File: config.mk
export PLATFORM = sky130hd
export DESIGN_NAME = announce_volume_duck_sequencer
export DESIGN_NICKNAME = d
export VERILOG_FILES = /design/src/design/avds_pkg.sv /design/src/design/avds_ctrl.sv /design/src/design/avds_dp.sv /design/src/design/announce_volume_duck_sequencer.sv
export SDC_FILE = /design/constraint.sdc
export NUM_CORES = 1
export LEC_CHECK = 0
export ABC_AREA = 1
export BUFFER_PORTS_ARGS = -buffer_cell sky130_fd_sc_hd__clkbuf_2
export CAP_MARGIN = 10
export CORE_MARGIN = 5
export CORE_UTILIZATION = 50
export CTS_BUF_LIST = sky130_fd_sc_hd__clkbuf_2
export DETAILED_ROUTE_END_ITERATION = 6
export PLACE_DENSITY = 0.65
export SLEW_MARGIN = 25
export SYNTH_ARGS = -nofsm -noshare
export SYNTH_HDL_FRONTEND = slang
export SYNTH_SLANG_ARGS = --single-unit
export TNS_END_PERCENT = 50
File: constraint.sdc
create_clock -name i_clk -period 8.6 [get_ports i_clk]
set_input_delay 2.15 -clock i_clk [delete_from_list [all_inputs] [get_ports i_clk]]
set_output_delay 2.15 -clock i_clk [all_outputs]
set_load 0.05 [all_outputs]
File: src/design/avds_pkg.sv
package avds_pkg;

    localparam int CfgIndexWidth = 3;
    localparam int CfgDataWidth  = 20;

    typedef enum logic [CfgIndexWidth-1:0] {
        REG_ENABLE    = 3'd0,
        REG_INTERVAL  = 3'd1,
        REG_DOWN_STEP = 3'd2,
        REG_UP_STEP   = 3'd3,
        REG_HOLD      = 3'd4,
        REG_RETRY     = 3'd5
    } t_reg_index;

    localparam logic        ResetEnable   = 1'b1;
    localparam logic [5:0]  ResetInterval = 6'd15;
    localparam logic [9:0]  ResetDownStep = 10'd50;
    localparam logic [9:0]  ResetUpStep   = 10'd80;
    localparam logic [15:0] ResetHold     = 16'd4500;
    localparam logic [19:0] ResetRetry    = 20'd120000;
    localparam logic [15:0] NoStation     = 16'hFFFF;

    localparam logic [13:0] MinYear   = 14'd2020;
    localparam logic [5:0]  MaxSecond = 6'd2;

    // remainder passes over two divisor shifts per cycle
    localparam int DivCycles = 3;

    typedef struct packed {
        logic       capture;
        logic       div_step;
        logic [1:0] div_cnt;
        logic       commit;
    } t_cmd;

    // one restoring step: subtract divisor << k when it fits
    function automatic logic [5:0] rem_step(input logic [5:0] rem, input logic [5:0] dv,
                                            input logic [2:0] k);
        logic [11:0] d;
        d = {6'd0, dv} << k;
        if ({6'd0, rem} >= d) begin
            return rem - d[5:0];
        end
        return rem;
    endfunction

endpackage

File: src/design/avds_ctrl.sv
module avds_ctrl (
    input  logic          i_clk,
    input  logic          i_rst_n,
    input  logic          i_in_valid,
    output logic          o_in_ready,
    output logic          o_out_valid,
    input  logic          i_out_ready,
    output avds_pkg::t_cmd o_cmd
);
    import avds_pkg::*;

    typedef enum logic [1:0] {
        ST_IDLE,
        ST_DIV,
        ST_EXEC
    } t_state;

    t_state     r_state, n_state;
    logic [1:0] r_cnt, n_cnt;
    logic       r_out_valid, n_out_valid;
    logic       commit;

    assign commit = (r_state == ST_EXEC) && (!r_out_valid || i_out_ready);

    always_comb begin
        n_state     = r_state;
        n_cnt       = r_cnt;
        n_out_valid = r_out_valid;
        if (r_out_valid && i_out_ready) begin
            n_out_valid = 1'b0;
        end
        unique case (r_state)
            ST_IDLE: begin
                if (i_in_valid) begin
                    n_state = ST_DIV;
                    n_cnt   = 2'd0;
                end
            end
            ST_DIV: begin
                n_cnt = r_cnt + 2'd1;
                if (r_cnt == 2'(DivCycles - 1)) begin
                    n_state = ST_EXEC;
                end
            end
            ST_EXEC: begin
                if (commit) begin
                    n_out_valid = 1'b1;
                    n_state     = ST_IDLE;
                end
            end
            default: n_state = ST_IDLE;
        endcase
    end

    always_ff @(posedge i_clk) begin
        if (!i_rst_n) begin
            r_state     <= ST_IDLE;
            r_cnt       <= 2'd0;
            r_out_valid <= 1'b0;
        end else begin
            r_state     <= n_state;
            r_cnt       <= n_cnt;
            r_out_valid <= n_out_valid;
        end
    end

    assign o_in_ready     = (r_state == ST_IDLE);
    assign o_out_valid    = r_out_valid;
    assign o_cmd.capture  = (r_state == ST_IDLE) && i_in_valid;
    assign o_cmd.div_step = (r_state == ST_DIV);
    assign o_cmd.div_cnt  = r_cnt;
    assign o_cmd.commit   = commit;

endmodule

File: src/design/avds_dp.sv
module avds_dp (
    input  logic                                 i_clk,
    input  logic                                 i_rst_n,
    input  avds_pkg::t_cmd                       i_cmd,
    input  logic                                 i_cfg_write,
    input  logic [avds_pkg::CfgIndexWidth-1:0]   i_cfg_index,
    input  logic [avds_pkg::CfgDataWidth-1:0]    i_cfg_data,
    input  logic [31:0]                          i_now_ms,
    input  logic                                 i_time_known,
    input  logic [13:0]                          i_year,
    input  logic [4:0]                           i_hour,
    input  logic [5:0]                           i_minute,
    input  logic [5:0]                           i_second,
    input  logic                                 i_sd_mode,
    input  logic                                 i_player_running,
    input  logic [7:0]                           i_player_volume,
    input  logic [15:0]                          i_current_station,
    output logic                                 o_volume_write,
    output logic [7:0]                           o_volume_value,
    output logic                                 o_announce,
    output logic [4:0]                           o_announce_hour,
    output logic [5:0]                           o_announce_minute,
    output logic                                 o_resume,
    output logic [15:0]                          o_resume_station,
    output logic                                 o_time_error
);
    import avds_pkg::*;

    // configuration
    logic        r_enable;
    logic [5:0]  r_interval;
    logic [9:0]  r_down_step, r_up_step;
    logic [15:0] r_hold;
    logic [19:0] r_retry;

    // captured item
    logic [31:0] r_now;
    logic        r_time_known, r_sd_mode, r_running;
    logic [13:0] r_year;
    logic [4:0]  r_hour;
    logic [5:0]  r_minute, r_second, r_rem;
    logic [7:0]  r_pvol;
    logic [15:0] r_station;

    // sequencer state
    logic        r_fading_down, r_fading_up, r_announcing, r_level_valid, r_spoken_valid;
    logic [7:0]  r_fade_level, r_saved_volume;
    logic [5:0]  r_spoken_minute;
    logic [15:0] r_saved_station;
    logic [31:0] r_step_time, r_announce_time, r_error_time;

    logic        n_fading_down, n_fading_up, n_announcing, n_level_valid, n_spoken_valid;
    logic [7:0]  n_fade_level, n_saved_volume;
    logic [5:0]  n_spoken_minute;
    logic [15:0] n_saved_station;
    logic [31:0] n_step_time, n_announce_time, n_error_time;

    logic        vw, ann, res, terr;
    logic [7:0]  vv;
    logic [4:0]  ah;
    logic [5:0]  am;
    logic [15:0] rs;

    logic [2:0]  k_hi, k_lo;
    logic [31:0] base, diff, limit;
    logic        over;
    logic [7:0]  lvl, lvl2, sv;
    logic        step, new_minute;

    assign k_hi = 3'd5 - {i_cmd.div_cnt, 1'b0};
    assign k_lo = k_hi - 3'd1;

    // one elapsed-time compare shared by the fade, hold and retry checks
    always_comb begin
        if (r_fading_down || r_fading_up) begin
            base  = r_step_time;
            limit = r_fading_down ? {22'd0, r_down_step} : {22'd0, r_up_step};
        end else if (r_time_known) begin
            base  = r_announce_time;
            limit = {16'd0, r_hold};
        end else begin
            base  = r_error_time;
            limit = {12'd0, r_retry};
        end
        diff = r_now - base;
        over = diff > limit;
    end

    always_comb begin
        n_fading_down   = r_fading_down;
        n_fading_up     = r_fading_up;
        n_announcing    = r_announcing;
        n_level_valid   = r_level_valid;
        n_spoken_valid  = r_spoken_valid;
        n_fade_level    = r_fade_level;
        n_saved_volume  = r_saved_volume;
        n_spoken_minute = r_spoken_minute;
        n_saved_station = r_saved_station;
        n_step_time     = r_step_time;
        n_announce_time = r_announce_time;
        n_error_time    = r_error_time;
        vw   = 1'b0;
        vv   = 8'd0;
        ann  = 1'b0;
        ah   = 5'd0;
        am   = 6'd0;
        res  = 1'b0;
        rs   = 16'd0;
        terr = 1'b0;
        lvl  = 8'd0;
        lvl2 = 8'd0;
        sv   = 8'd0;
        step = 1'b0;
        new_minute = !r_spoken_valid || (r_minute != r_spoken_minute);

        if (r_enable && !r_sd_mode) begin
            if (r_fading_down) begin
                lvl  = r_level_valid ? r_fade_level : r_pvol;
                sv   = r_level_valid ? r_saved_volume : r_pvol;
                step = over && (lvl != 8'd0);
                lvl2 = step ? lvl - 8'd1 : lvl;
                n_fade_level   = lvl2;
                n_saved_volume = sv;
                n_level_valid  = 1'b1;
                if (step) begin
                    vw = 1'b1;
                    vv = lvl2;
                    n_step_time = r_now;
                end
                if (lvl2 == 8'd0) begin
                    // bottom reached: restore level and speak
                    n_saved_station = r_station;
                    vw  = 1'b1;
                    vv  = sv;
                    ann = 1'b1;
                    ah  = r_hour;
                    am  = r_minute;
                    n_announce_time = r_now;
                    n_fading_down   = 1'b0;
                    n_announcing    = 1'b1;
                    n_spoken_minute = r_minute;
                    n_spoken_valid  = 1'b1;
                    n_level_valid   = 1'b0;
                end
            end else if (r_fading_up) begin
                lvl  = r_level_valid ? r_fade_level : 8'd0;
                step = over && (lvl < r_saved_volume);
                lvl2 = step ? lvl + 8'd1 : lvl;
                n_fade_level  = lvl2;
                n_level_valid = 1'b1;
                if (step) begin
                    vw = 1'b1;
                    vv = lvl2;
                    n_step_time = r_now;
                end
                if (lvl2 >= r_saved_volume) begin
                    vw = 1'b1;
                    vv = r_saved_volume;
                    n_fading_up   = 1'b0;
                    n_level_valid = 1'b0;
                end
            end else if (r_time_known) begin
                if (r_year >= MinYear) begin
                    if (r_rem == 6'd0 && new_minute && r_second < MaxSecond &&
                        !r_announcing && r_running) begin
                        n_fading_down = 1'b1;
                        n_step_time   = r_now;
                    end else if (r_announcing && over) begin
                        res = 1'b1;
                        rs  = r_saved_station;
                        n_fading_up  = 1'b1;
                        n_step_time  = r_now;
                        n_announcing = 1'b0;
                    end
                end
            end else if (over) begin
                terr = 1'b1;
                n_error_time = r_now;
            end
        end
    end

    always_ff @(posedge i_clk) begin
        if (!i_rst_n) begin
            r_enable    <= ResetEnable;
            r_interval  <= ResetInterval;
            r_down_step <= ResetDownStep;
            r_up_step   <= ResetUpStep;
            r_hold      <= ResetHold;
            r_retry     <= ResetRetry;
        end else if (i_cfg_write) begin
            unique case (i_cfg_index)
                REG_ENABLE:    r_enable <= i_cfg_data[0];
                REG_INTERVAL: begin
                    if (i_cfg_data[5:0] != 6'd0) begin
                        r_interval <= i_cfg_data[5:0];
                    end
                end
                REG_DOWN_STEP: r_down_step <= i_cfg_data[9:0];
                REG_UP_STEP:   r_up_step   <= i_cfg_data[9:0];
                REG_HOLD:      r_hold      <= i_cfg_data[15:0];
                REG_RETRY:     r_retry     <= i_cfg_data[19:0];
                default: ;
            endcase
        end
    end

    always_ff @(posedge i_clk) begin
        if (!i_rst_n) begin
            r_fading_down   <= 1'b0;
            r_fading_up     <= 1'b0;
            r_announcing    <= 1'b0;
            r_level_valid   <= 1'b0;
            r_spoken_valid  <= 1'b0;
            r_fade_level    <= 8'd0;
            r_saved_volume  <= 8'd0;
            r_spoken_minute <= 6'd0;
            r_saved_station <= NoStation;
            r_step_time     <= 32'd0;
            r_announce_time <= 32'd0;
            r_error_time    <= 32'd0;
        end else if (i_cmd.commit) begin
            r_fading_down   <= n_fading_down;
            r_fading_up     <= n_fading_up;
            r_announcing    <= n_announcing;
            r_level_valid   <= n_level_valid;
            r_spoken_valid  <= n_spoken_valid;
            r_fade_level    <= n_fade_level;
            r_saved_volume  <= n_saved_volume;
            r_spoken_minute <= n_spoken_minute;
            r_saved_station <= n_saved_station;
            r_step_time     <= n_step_time;
            r_announce_time <= n_announce_time;
            r_error_time    <= n_error_time;
        end
    end

    always_ff @(posedge i_clk) begin
        if (i_cmd.capture) begin
            r_now        <= i_now_ms;
            r_time_known <= i_time_known;
            r_year       <= i_year;
            r_hour       <= i_hour;
            r_minute     <= i_minute;
            r_second     <= i_second;
            r_sd_mode    <= i_sd_mode;
            r_running    <= i_player_running;
            r_pvol       <= i_player_volume;
            r_station    <= i_current_station;
            r_rem        <= i_minute;
        end else if (i_cmd.div_step) begin
            r_rem <= rem_step(rem_step(r_rem, r_interval, k_hi), r_interval, k_lo);
        end
        if (i_cmd.commit) begin
            o_volume_write    <= vw;
            o_volume_value    <= vv;
            o_announce        <= ann;
            o_announce_hour   <= ah;
            o_announce_minute <= am;
            o_resume          <= res;
            o_resume_station  <= rs;
            o_time_error      <= terr;
        end
    end

endmodule

File: src/design/announce_volume_duck_sequencer.sv
// One item is in flight at a time: ready stays low until its result is loaded.
// The minute-modulo-interval remainder is found in the divide state (two
// restoring steps per cycle), then the evaluate state runs the sequencer and
// loads the result register; ready returns as the block goes back to idle.
// A new item is accepted while the previous result still waits in that register;
// it then waits in the evaluate cycle until the waiting result is taken.
// Reset (synchronous, active low) loads register defaults and clears the control
// and sequencer state, not the captured item or result fields; no clearing pass.
module announce_volume_duck_sequencer (
    input  logic                               i_clk,
    input  logic                               i_rst_n,
    input  logic                               i_cfg_valid,
    output logic                               o_cfg_ready,
    input  logic [avds_pkg::CfgIndexWidth-1:0] i_cfg_index,
    input  logic [avds_pkg::CfgDataWidth-1:0]  i_cfg_data,
    input  logic                               i_in_valid,
    output logic                               o_in_ready,
    input  logic [31:0]                        i_now_ms,
    input  logic                               i_time_known,
    input  logic [13:0]                        i_year,
    input  logic [4:0]                         i_hour,
    input  logic [5:0]                         i_minute,
    input  logic [5:0]                         i_second,
    input  logic                               i_sd_mode,
    input  logic                               i_player_running,
    input  logic [7:0]                         i_player_volume,
    input  logic [15:0]                        i_current_station,
    output logic                               o_out_valid,
    input  logic                               i_out_ready,
    output logic                               o_volume_write,
    output logic [7:0]                         o_volume_value,
    output logic                               o_announce,
    output logic [4:0]                         o_announce_hour,
    output logic [5:0]                         o_announce_minute,
    output logic                               o_resume,
    output logic [15:0]                        o_resume_station,
    output logic                               o_time_error
);
    import avds_pkg::*;

    t_cmd cmd;

    assign o_cfg_ready = 1'b1;

    avds_ctrl u_ctrl (
        .i_clk       (i_clk),
        .i_rst_n     (i_rst_n),
        .i_in_valid  (i_in_valid),
        .o_in_ready  (o_in_ready),
        .o_out_valid (o_out_valid),
        .i_out_ready (i_out_ready),
        .o_cmd       (cmd)
    );

    avds_dp u_dp (
        .i_clk             (i_clk),
        .i_rst_n           (i_rst_n),
        .i_cmd             (cmd),
        .i_cfg_write       (i_cfg_valid),
        .i_cfg_index       (i_cfg_index),
        .i_cfg_data        (i_cfg_data),
        .i_now_ms          (i_now_ms),
        .i_time_known      (i_time_known),
        .i_year            (i_year),
        .i_hour            (i_hour),
        .i_minute          (i_minute),
        .i_second          (i_second),
        .i_sd_mode         (i_sd_mode),
        .i_player_running  (i_player_running),
        .i_player_volume   (i_player_volume),
        .i_current_station (i_current_station),
        .o_volume_write    (o_volume_write),
        .o_volume_value    (o_volume_value),
        .o_announce        (o_announce),
        .o_announce_hour   (o_announce_hour),
        .o_announce_minute (o_announce_minute),
        .o_resume          (o_resume),
        .o_resume_station  (o_resume_station),
        .o_time_error      (o_time_error)
    );

endmodule

Word-level counts from Yosys, hierarchy flattened
Cells that the tools add are included.
{"block": "classes", "magnitude_cmp": 7, "n_mux": 78, "eq_ne": 17, "shift": 2, "add_sub_neg": 8, "reduce_logical": 54, "bitwise_logic": 6}
{"op": "32-bit two-way mux", "n": 11}
{"op": "8-bit two-way mux", "n": 13}
{"op": "6-bit two-way mux", "n": 8}
{"op": "1-bit two-way mux", "n": 38}
{"op": "32-bit greater-than comparator", "n": 1}
{"op": "32-bit subtractor", "n": 1}
{"op": "6-bit by 12-bit >= comparator with 1-bit output", "n": 2}
{"op": "6-bit by 3-bit left shift with 12-bit output", "n": 2}
{"op": "20-bit two-way mux", "n": 1}
{"op": "3-bit AND reduction", "n": 6}
{"op": "2-bit AND reduction", "n": 8}
{"op": "14-bit by 11-bit >= comparator with 1-bit output, second input constant", "n": 1}
{"op": "2-bit nonzero test", "n": 6}
{"op": "6-bit subtractor", "n": 2}
{"op": "1-bit logical AND", "n": 11}
{"op": "10-bit two-way mux", "n": 1}
{"op": "8-bit by 1-bit adder with 8-bit output, second input constant", "n": 1}
{"op": "8-bit >= comparator", "n": 1}
{"op": "8-bit zero test", "n": 1}
{"op": "8-bit less-than comparator", "n": 1}
{"op": "2-bit two-way mux", "n": 4}
{"op": "2-bit by 1-bit != test with 1-bit output, second input constant", "n": 4}
{"op": "8-bit AND reduction", "n": 1}
{"op": "8-bit nonzero test", "n": 1}
{"op": "other kinds (30)", "n": 46}
{"block": "word_totals", "output_inout_bits": 42, "in_bits": 118, "reg_bits": 342}

Longest topological paths before layout
Gate-level depths: netlist of run 1.
{"block": "depth", "ltp_word": 16, "ltp_mapped": 47, "depth_no_buf": 43}

Cells and area by module
A second synthesis of run 1 with hierarchy kept.
{"block": "unflattened", "hier_cells": 2383, "hier_area_um2": 17919.7}
{"mod": "avds_dp", "instances": 1, "seq_area_each_um2": 8007.7, "cells_per_inst": 2346, "area_per_inst_um2": 17658.2}
{"mod": "avds_ctrl", "instances": 1, "seq_area_each_um2": 100.1, "cells_per_inst": 35, "area_per_inst_um2": 250.2}
{"mod": "announce_volume_duck_sequencer", "instances": 1, "seq_area_each_um2": 0.0, "cells_per_inst": 2, "area_per_inst_um2": 11.3}

Least setup slack after synthesis of run 1
No wires, ideal clock.
{"block": "synth_path", "path_kind": "register to register", "startpoint": "register u_dp.r_fading_up", "endpoint": "register u_dp.o_volume_value[2], data pin", "stages_incl_launch_ff": 47, "arrival_time_ps": 5657, "synth_period_minus_slack_ps": 5909, "path_slack_ps": 2691, "cell_sequence": "dfxtp_1 nor2_1 clkbuf_1 inv_1 clkbuf_1 clkbuf_1 nand2_1 o21ai_0 ha_1 inv_1 fa_1 nand2_1 nand2_1 nand3_1 nand3_2 nand2_1 nand2_1 xor2_1 [11 not listed] nor2_2 nand2_2 buf_6 nand2_1 nor2_1 nand2_1 xor2_1 inv_1 ha_1 a21oi_1 o21a_1 nand3_1 o21ai_1 a21oi_1 o21ai_0 o21ai_0 nand2_1 nand2_1"}
{"block": "synth_between", "elab_chain_cells": 10, "elab_cells_between_ends": 17}
{"item": "start, declared", "line": "avds_dp.sv:46", "source": "logic r_fading_down, r_fading_up, r_announcing, r_level_valid, r_spoken_valid;"}
{"item": "start signal, assigned", "line": "avds_dp.sv:224", "source": "r_fading_up <= n_fading_up;"}
{"item": "1-bit logical OR", "line": "avds_dp.sv:75", "source": "if (r_fading_down || r_fading_up) begin"}
{"item": "32-bit two-way mux", "line": "avds_dp.sv:75"}
{"item": "32-bit subtractor", "line": "avds_dp.sv:85", "source": "diff = r_now - base;"}
{"item": "32-bit greater-than comparator", "line": "avds_dp.sv:86", "source": "over = diff > limit;"}
{"item": "1-bit logical AND", "line": "avds_dp.sv:147", "source": "step = over && (lvl < r_saved_volume);"}
{"item": "8-bit two-way mux", "line": "avds_dp.sv:148", "source": "lvl2 = step ? lvl + 8'd1 : lvl;"}
{"item": "8-bit >= comparator / 8-bit two-way mux (equally long branches)", "line": "avds_dp.sv:156, avds_dp.sv:151"}
{"item": "8-bit two-way mux", "line": "avds_dp.sv:156", "source": "if (lvl2 >= r_saved_volume) begin"}
{"item": "8-bit two-way mux", "line": "avds_dp.sv:145", "source": "end else if (r_fading_up) begin"}
{"item": "8-bit two-way mux (*)", "line": "avds_dp.sv:117", "source": "if (r_fading_down) begin"}
{"item": "end signal, assigned", "line": "avds_dp.sv:256", "source": "o_volume_value <= vv;"}
{"item": "end, declared", "line": "avds_dp.sv:19", "source": "output logic [7:0] o_volume_value,"}
Every way passes the cells marked *; elsewhere a longest branch is shown, timed or not.
A chain may end at the register's enable or synchronous reset.

Final worst setup path of run 1
{"block": "layout_path", "startpoint": "register u_dp.r_time_known", "endpoint": "register u_dp.o_volume_value[2], data pin"}
{"block": "layout_between", "elab_chain_cells": 10, "elab_cells_between_ends": 18}
{"item": "start, declared", "line": "avds_dp.sv:38", "source": "logic r_time_known, r_sd_mode, r_running;"}
{"item": "start signal, assigned", "line": "avds_dp.sv:241", "source": "r_time_known <= i_time_known;"}
{"item": "32-bit two-way mux", "line": "avds_dp.sv:78", "source": "end else if (r_time_known) begin"}
{"item": "32-bit two-way mux", "line": "avds_dp.sv:75"}
{"item": "32-bit subtractor", "line": "avds_dp.sv:85"}
{"item": "32-bit greater-than comparator (*)", "line": "avds_dp.sv:86"}
{"item": "1-bit logical AND", "line": "avds_dp.sv:147"}
{"item": "8-bit two-way mux", "line": "avds_dp.sv:148"}
{"item": "8-bit >= comparator / 8-bit two-way mux (equally long branches)", "line": "avds_dp.sv:156, avds_dp.sv:151"}
{"item": "8-bit two-way mux", "line": "avds_dp.sv:156"}
{"item": "8-bit two-way mux", "line": "avds_dp.sv:145"}
{"item": "8-bit two-way mux (*)", "line": "avds_dp.sv:117"}
Marks and branches as above.

==> results of run 1 <==
[power by group through the flow]
stage	clock [mW]	combinational [mW]	sequential (mW)
2_1_floorplan	0	0.426	1.78
3_3_place_gp	0	0.574	1.78
3_5_place_dp	0	0.583	1.78
4_1_cts	1.22	0.587	1.75
5_1_grt	1.30	0.670	1.75
6_report	1.17	0.588	1.75
[repair_timing]
| action | 4_1_cts | 5_1_grt |
|---|---|---|
| resized for setup | 0 | 1 |
| endpoints found under the hold margin | 0 | 0 |
| endpoints found under the setup margin | 0 | 3 |
[worst register-to-register path: cells and delay by family (launching register included)]
family                   cells  cell delay, ns
XOR/XNOR                     2            0.43
AND/OR/NAND/NOR             23            2.66
adder cells (fa/ha/maj)      4            1.21
flip-flops                   1            0.37
buffers and inverters        3            0.75
AO/OA/AOI/OAI                9            2.01
[cells by family after synthesis]
group | share of synthesized area
adder cells (fa/ha/maj) | 0.06225
AND/OR/NAND/NOR | 0.2576
other | 0.0002115
XOR/XNOR | 0.01877
flip-flops | 0.4574
buffers and inverters | 0.08293
AO/OA/AOI/OAI | 0.1208
[how the worst max path moves through the flow]
| stage | from | endpoint | slack, ns | cells after the start |
|---|---|---|---|---|
| after detailed placement | u_dp.r_fading_up | u_dp.o_volume_value[2] | 1.0 | 42 |
| after global placement | u_dp.r_fading_up | u_dp.o_volume_value[2] | 1.15 | 42 |
| after CTS | u_dp.r_fading_up | u_dp.o_volume_value[2] | 0.97 | 42 |
| after global routing | u_dp.r_time_known | u_dp.o_volume_value[2] | 0.20 | 38 |
| after floorplan | u_dp.r_fading_up | u_dp.o_volume_value[2] | 2.69 | 46 |
| final | u_dp.r_time_known | u_dp.o_volume_value[2] | 0.93 | 41 |
[flip-flops by register name, summed over array words and instances, names as in the netlist, 6 cells and up]
name,count
u_dp.o_announce_minute,6
u_dp.r_minute,6
u_dp.r_rem,6
u_dp.r_error_time,32
u_dp.r_down_step,10
u_dp.r_pvol,8
u_dp.o_resume_station,16
u_dp.r_spoken_minute,6
u_dp.r_fade_level,8
u_dp.r_announce_time,32
u_dp.r_retry,20
u_dp.r_station,16
u_dp.r_interval,6
u_dp.o_volume_value,8
u_dp.r_up_step,10
u_dp.r_now,32
u_dp.r_saved_volume,8
u_dp.r_step_time,32
u_dp.r_saved_station,16
u_dp.r_hold,16
u_dp.r_year,12
[cells in the mapped netlist (9+ instances only)]
cell and n:
nor3_1 18, a21oi_1 157, nand4_1 14, nor2_1 370, xor2_1 30, inv_1 276
buf_2 11, clkbuf_1 61, buf_1 13, a22oi_1 19, nand2_1 568, nor2_2 12
dfxtp_1 207, a221oi_1 9, edfxtp_1 132, ha_1 85, o21ai_0 165, nand3_1 118
[cells in the final DEF, fill, tap and decap left out, types with 85 or more instances in the layout]
cell,count
inv_1,275
a21oi_1,157
clkbuf_2,302
nand2_1,568
nor2_1,369
nand3_1,118
edfxtp_1,132
ha_1,85
o21ai_0,165
dfxtp_1,207
[layout make-up]
| type | instances | area, um^2 |
|---|---|---|
| fillers | 3422 | 15580 |
| flip-flops and latches | 339 | 8108 |
| multi-input cells | 1645 | 8164 |
| diodes | 3 | 7.507 |
| repair buffers | 172 | 909.6 |
| clock buffers | 148 | 740.7 |
| well taps | 461 | 576.8 |
| inverters | 289 | 1090 |
| clock inverters | 24 | 137.6 |
[per-layer routing]
| metal | track usage | vias up | part of all wire | routed length [um] |
|---|---|---|---|---|
| met5 | 0 | - | 0 | 0 |
| met2 | 0.3753 | 441 | 0.45 | 21330 |
| met1 | 0.3280 | 7302 | 0.46 | 21630 |
| met3 | 0.04696 | 92 | 0.059 | 2765 |
| li1 | - | 8078 | - | - |
| met4 | 0.08569 | 0 | 0.028 | 1316 |
[through the flow]
stage          hold WS, ns  area, um^2  cells  worst slack, ns  total power, mW
5_1_grt             0.4727       19730   3081           0.1981            3.723
3_5_place_dp        0.4328       18840   2906           0.9965            2.367
2_1_floorplan       0.4220       17730   2363            2.691            2.202
3_3_place_gp        0.4257       18840   2906            1.152            2.357
6_report            0.4477       19730   3081           0.9340            3.505
4_1_cts             0.4487       19720   3078           0.9703            3.551
==> results.cfg, run 1 <==
[run_status]
outcome = finished, final reports clean

[logic_synthesis]
syn_area_per_cell_um2 = 7.502
synth_top_area_frac = 0.2338
synth_largest_area_cell = dfxtp_1
synth_area_leaders = dfxtp_1 (23%), edfxtp_1 (22%), nand2_1 (12%)
syn-num-nets = 2568
synth_seq_cells = 339
ys_seq_area_frac = 0.4574
synth_area_um2 = 17730
ys.flop_type = dfxtp_1
synth_cells = 2363
yosys_warnings = 0
synth_edf_count = 132
synth_cell_types = 51
synthArstFlopShare = 0

[die]
initial_utilization = 0.5020
die_x_um = 198.3
placementRows = 69
die-area_um2 = 39320
coreArea_um2 = 35310
ios = 160
die_h_um = 198.3

[critical_path]
endpoint_kind = flip-flop
critPathMaxStageDelay_ns = 0.74
r2r_start = u_dp.r_time_known
worstRegToRegCells = 41
crit_buf_inv = 3
crit_top_cell = nand2_1
startpoint_type = flip-flop
worstSetupPathType = flip-flop to flip-flop
crit_required_ns = 9.31
path_max_fanout = 63
crit_slowest_cell = o21ai_1
r2r_end = u_dp.o_volume_value[2]
worst_ep_arrival_time_ns = 8.37
r2r_setup_slack_ns = 0.93
critPathTopFamily = simple AND/OR/NAND/NOR gates

[clocking]
cts_root_buffer = clkbuf_2
post_cts_buffers = 0
clk_latency_ns = 1.01
cts_made_buffers = 91
clk_pin_slew_worst_paths_ns = 0.11
cts_tree = yes
cts_num_sinks = 339
clockBufferDepth = 3
ctsHoldBuffers = 0
htreeDepth = 3

[detailed_routing]
firstDrtPassIters = 5
wire_per_inst_um = 15.27
drtIter0Drc = 1057
vias = 15913
via_per_inst = 5.165
ant_nets = 0
drc_errors = 0
wl_um = 47050

[sta]
skew_ns = 0.08917
setup_violations = 0
fin_crit_ns = 7.666
final-hold-violation-count = 0
rsz0062_at_grt = no
tightestPinTransition_ns = 0.9430
fin_crit_sh = 0.8914
finalMaxSlewViolations = 0
tns_ns = 0
slew_headroom = 0.3690
fmax_mhz = 130.4

[flow_run]
cap_violations = 0

[grt]
grt_overflow = 0
grt_pass1_vias = 15218
grt_pass1_wl_um = 76310
antenna_found_initial = 2
grtUsageTotal = 0.2382
grt_max_degree = 116

[place]
dpl.hpwl_um = 33330
gp_congestion = 0.9235
port_buffers = 155

[power_and_ir_drop]
pwr-share-comb = 0.168
ir_worst_vdd_mv = 0.1170
p_switching_mw = 1.092
p_clk_frac = 0.333
p_int_mw = 2.413
leakagePower_nw = 9.655
p_per_area_nw_per_um2 = 177.6
switching_share = 0.3116
p_seq_frac = 0.499

[worst_hold_path]
whs_endpoint = u_dp.r_saved_station[15]
hold-path-cell-count = 2
worstHoldStart = u_dp.r_station[15]
min-delay-path-class = flip-flop to flip-flop

[finish]
syn_to_final_growth_pct = 11.32
fin_util = 0.5589
nNetsFinal = 2743
drive_gt1_frac = 0.1395
No activity file was read; power rests on OpenSTA's default activity.
==> run 2: changes to the inputs <==
--- a/config.mk
+++ b/config.mk
@@ -9,10 +9,10 @@
 export BUFFER_PORTS_ARGS = -buffer_cell sky130_fd_sc_hd__clkbuf_2
 export CAP_MARGIN = 10
 export CORE_MARGIN = 5
-export CORE_UTILIZATION = 50
+export CORE_UTILIZATION = 35
 export CTS_BUF_LIST = sky130_fd_sc_hd__clkbuf_2
 export DETAILED_ROUTE_END_ITERATION = 6
-export PLACE_DENSITY = 0.65
+export PLACE_DENSITY = 0.48
 export SLEW_MARGIN = 25
 export SYNTH_ARGS = -nofsm -noshare
 export SYNTH_HDL_FRONTEND = slang
==> constraint.sdc (replaced) <==
create_clock -name i_clk -period 9.2 [get_ports i_clk]
set_input_delay 2.3 -clock i_clk [delete_from_list [all_inputs] [get_ports i_clk]]
set_output_delay 2.3 -clock i_clk [all_outputs]
set_load 0.05 [all_outputs]
==> run 2 against run 1 <==
Non-clock buffer count increased by 1; setup slack better by 0.52 ns; first-iteration DRC count rose by 1.3%; clock power about the same; power decreased by 4.8%; die area is 41% higher; critical endpoint unchanged.
==> results.cfg, run 2 (same netlist as run 1, synthesis figures left out) <==
[sta]
final-hold-violation-count = 0
tightestPinTransition_ns = 0.9945
skew_ns = 0.1249
finalMaxSlewViolations = 0
tns_ns = 0
fmax_mhz = 129.1
setup_violations = 0
rsz0062_at_grt = no
fin_crit_ns = 7.748
slew_headroom = 0.3346
fin_crit_sh = 0.8421

[grt]
grtUsageTotal = 0.1813
grt_max_degree = 71
antenna_found_initial = 2
grt_pass1_wl_um = 82080
grt_pass1_vias = 15226
grt_overflow = 0

[detailed_routing]
wire_per_inst_um = 15.44
drtIter0Drc = 1071
ant_nets = 0
via_per_inst = 4.766
vias = 15717
wl_um = 50910
firstDrtPassIters = 5
drc_errors = 0

[power_and_ir_drop]
p_clk_frac = 0.343
ir_worst_vdd_mv = 0.06450
finalPower_mw = 3.338
p_seq_frac = 0.490
p_per_area_nw_per_um2 = 166.6
p_int_mw = 2.267
pwr-share-comb = 0.167
leakagePower_nw = 9.707
p_switching_mw = 1.071
switching_share = 0.3209

[critical_path]
path_max_fanout = 47
crit_top_cell = nand2_1
worstSetupPathType = flip-flop to flip-flop
startpoint_type = flip-flop
crit_required_ns = 10.06
critPathMaxStageDelay_ns = 0.80
crit_slowest_cell = o21ai_1
endpoint_kind = flip-flop
r2r_setup_slack_ns = 1.45
worst_ep_arrival_time_ns = 8.61

[place]
dp_cells = 3118
port_buffers = 155
dpl.hpwl_um = 35880
gp_congestion = 0.8812

[clocking]
post_cts_buffers = 0
cts_num_sinks = 339
clk_pin_slew_worst_paths_ns = 0.12
cts_root_buffer = clkbuf_2
clockBufferDepth = 3
htreeDepth = 3
clk_latency_ns = 1.12
cts_made_buffers = 96
cts_tree = yes
cts_resized = 0
ctsHoldBuffers = 0

[finish]
nNetsFinal = 2749
mostFrequentLayoutCells = nand2_1 (568), nor2_1 (368), clkbuf_2 (313)
fin_cells = 3298
syn_to_final_growth_pct = 13.00
n_fill_cell = 5342
final_common_cell = nand2_1
drive_gt1_frac = 0.1440

[flow_run]
cap_violations = 0

[die]
ios = 160
die_h_um = 235.1
coreArea_um2 = 50170
initial_utilization = 0.3533
placementRows = 82
die-area_um2 = 55250
die_x_um = 235.1

[run_status]
outcome = finished, final reports clean

[worst_hold_path]
min-delay-path-class = flip-flop to flip-flop
==> run 2: final timing paths <==
kind	startpoint	endpoint	cells past startpoint
max	u_dp.r_fading_up	u_dp.o_volume_value[2]	36
max reg2reg	u_dp.r_fading_up	u_dp.o_volume_value[2]	36
min reg2reg	u_dp.r_station[8]	u_dp.r_saved_station[8]	2
min	u_dp.r_station[8]	u_dp.r_saved_station[8]	2
==> run 2: layer usage <==
metal | share of wire | wire [um] | track usage
met5 | 0.00024 | 12 | 0
met1 | 0.49 | 25020 | 0.2538
met3 | 0.044 | 2236 | 0.03471
met2 | 0.44 | 22580 | 0.2841
met4 | 0.021 | 1059 | 0.05840
==> run 2: area by class of cell <==
cell class	count	area, um^2	share of cell area
inverter	289	1087	0.05428
clock inverter	20	112.6	0.005621
timing repair buffer	173	913.4	0.04560
multi-input combinational	1645	8172	0.4079
tap	672	840.8	0.04197
antenna	1	2.502	0.0001249
sequential	339	8108	0.4047
clock buffer	159	795.8	0.03973
==> run 2: power groups by stage <==
| stage | logic (mW) | clock network, mW | registers, mW |
|---|---|---|---|
| floorplan | 0.398 | 0 | 1.66 |
| global placement | 0.548 | 0 | 1.67 |
| detailed placement | 0.558 | 0 | 1.67 |
| CTS | 0.561 | 1.22 | 1.64 |
| global route | 0.642 | 1.29 | 1.64 |
| finish | 0.557 | 1.15 | 1.63 |
==> run 2: per-stage QoR <==
step,util,hold WS (ns),area [um^2],setup slack (ns)
after floorplan,-,0.4220,17730,3.291
after global placement,0.3811,0.4267,19120,1.555
after detailed placement,0.3811,0.4311,19120,1.498
after CTS,0.3992,0.3917,20030,1.451
after global routing,0.3993,0.4534,20030,0.6982
final,0.3993,0.4348,20030,1.452
==> run 2: worst max-delay path, delay by kind of cell (launching register included) <==
kind | cells | cell delay, ns
AND/OR/NAND/NOR | 16 | 2.38
AO/OA/AOI/OAI | 11 | 2.21
buffers and inverters | 5 | 1.36
adder cells (fa/ha/maj) | 3 | 1.01
flip-flops | 1 | 0.36
XOR/XNOR | 1 | 0.13
==> run 3: changes to the inputs <==
==> constraint.sdc (replaced) <==
create_clock -name i_clk -period 7.45 [get_ports i_clk]
set_input_delay 1.8625 -clock i_clk [delete_from_list [all_inputs] [get_ports i_clk]]
set_output_delay 1.8625 -clock i_clk [all_outputs]
set_load 0.05 [all_outputs]
==> run 3 against run 2 <==
Clock-buffer cell count shrank 1; highest routed layer is now met4; first-iteration DRC count shrank 6.0%; maximum frequency grew 16%; hold slack gained 0.00056 ns; global-route usage is essentially flat; flip-flop and latch count is the same; critical path depth shrank 2; die area is the same; final cell count is essentially flat; core utilization grew 0.15 points; largest power group unchanged.
==> results.cfg, run 3 (same netlist as run 1, synthesis figures left out) <==
[run_status]
outcome = finished, final reports clean

[clocking]
cts_resized = 0
cts_num_sinks = 339
clk_latency_ns = 1.09
post_cts_buffers = 0
htreeDepth = 3
cts_tree = yes
clockBufferDepth = 3
cts_made_buffers = 96
cts_root_buffer = clkbuf_2
ctsHoldBuffers = 0
clk_pin_slew_worst_paths_ns = 0.11

[detailed_routing]
wire_per_inst_um = 15.29
via_per_inst = 4.748
drtIter0Drc = 1007
drc_errors = 0
firstDrtPassIters = 5
wl_um = 50480
vias = 15672
ant_nets = 0

[critical_path]
crit_slowest_cell = o21ai_1
worstRegToRegCells = 34
crit_top_cell = nand2_1
startpoint_type = flip-flop
critPathMaxStageDelay_ns = 0.48
r2r_start = u_dp.r_time_known
r2r_setup_slack_ns = 0.76
critPathCapture = u_dp.o_volume_value[7]
worstSetupPathType = flip-flop to flip-flop
crit_required_ns = 8.29
path_max_fanout = 20
endpoint_kind = flip-flop
worst_ep_arrival_time_ns = 7.53
r2r_end = u_dp.o_volume_value[7]
startpoint = u_dp.r_time_known

[finish]
fin_util = 0.4008
syn_to_final_growth_pct = 13.44
final_common_cell = nand2_1
nNetsFinal = 2752
drive_gt1_frac = 0.1438
mostFrequentLayoutCells = nand2_1 (568), nor2_1 (369), clkbuf_2 (312)

[grt]
grt_max_degree = 93
grt_pass1_vias = 15203
grt_pass1_wl_um = 81810
grtUsageTotal = 0.1810
antenna_found_initial = 1
grt_overflow = 0

[power_and_ir_drop]
p_switching_mw = 1.300
leakagePower_nw = 9.736
p_int_mw = 2.828
p_per_area_nw_per_um2 = 205.3
pwr-share-comb = 0.166
p_seq_frac = 0.489
ir_worst_vdd_mv = 0.08410
p_clk_frac = 0.345
switching_share = 0.3149

[die]
die_h_um = 235.1
die-area_um2 = 55250
die_x_um = 235.1
initial_utilization = 0.3533
ios = 160
coreArea_um2 = 50170
placementRows = 82

[sta]
finalMaxSlewViolations = 0
rsz0062_at_grt = no
tightestPinTransition_ns = 0.9370
fin_crit_sh = 0.8980
tns_ns = 0
fmax_mhz = 149.5
setup_violations = 0
skew_ns = 0.09896
fin_ws_ns = 0.7595
final-hold-violation-count = 0
fin_crit_ns = 6.690
slew_headroom = 0.3753

[flow_run]
cap_violations = 0

[worst_hold_path]
hold-path-cell-count = 2
min-delay-path-class = flip-flop to flip-flop

[place]
dpl.hpwl_um = 35500
gp_congestion = 0.8821
pre_cts_ws_ns = 0.7088
port_buffers = 155
-- run 3: final cells by class --
class / instances / area, um^2
diodes: 1 / 2.502
multi-input cells: 1645 / 8169
flip-flops and latches: 339 / 8108
well taps: 672 / 840.8
fillers: 5335 / 30060
clock inverters: 21 / 136.4
inverters: 289 / 1089
repair buffers: 176 / 973.4
clock buffers: 158 / 790.8
-- run 3: how the worst min path moves through the flow --
stage	from	to	slack (ns)
final	u_dp.r_station[7]	u_dp.r_saved_station[7]	0.44
after global routing	u_dp.r_station[3]	u_dp.r_saved_station[3]	0.41
after CTS	u_dp.r_station[3]	u_dp.r_saved_station[3]	0.42
after detailed placement	u_dp.r_station[3]	u_dp.r_saved_station[3]	0.43
after global placement	u_dp.r_station[12]	u_dp.r_saved_station[12]	0.43
after floorplan	u_dp.r_station[0]	u_dp.r_saved_station[0]	0.42
-- run 3: stage by stage --
stage / std cells / cell area, um^2 / hold WS, ns / total power, mW
after floorplan: 2363 / 17730 / 0.4220 / 2.541
after global placement: 3121 / 19180 / 0.4274 / 2.740
after detailed placement: 3121 / 19180 / 0.4293 / 2.746
after CTS: 3300 / 20110 / 0.4189 / 4.218
after global routing: 3301 / 20110 / 0.4088 / 4.427
final: 3301 / 20110 / 0.4354 / 4.128
-- run 3: power groups by stage --
stage	sequential [mW]	clock (mW)	combinational [mW]
2_1_floorplan	2.05	0	0.491
3_3_place_gp	2.06	0	0.678
3_5_place_dp	2.06	0	0.684
4_1_cts	2.02	1.51	0.689
5_1_grt	2.03	1.61	0.792
6_report	2.02	1.43	0.683
-- run 3: worst max-delay path, delay by kind of cell, from the launching register on --
kind            cells  cell delay, ns
xor+xnor            1            0.11
simple gates       15            2.14
compound gates     10            1.89
buf+inv             5            0.88
fa+ha+maj           3            0.97
flops               1            0.46
-- run 3: per-layer routing --
layer	vias to the layer above	part of all wire	GRT usage
li1	8094	-	-
met2	396	0.44	0.2814
met1	7106	0.48	0.2510
met3	76	0.060	0.04010
met5	-	0	0
met4	0	0.021	0.05981
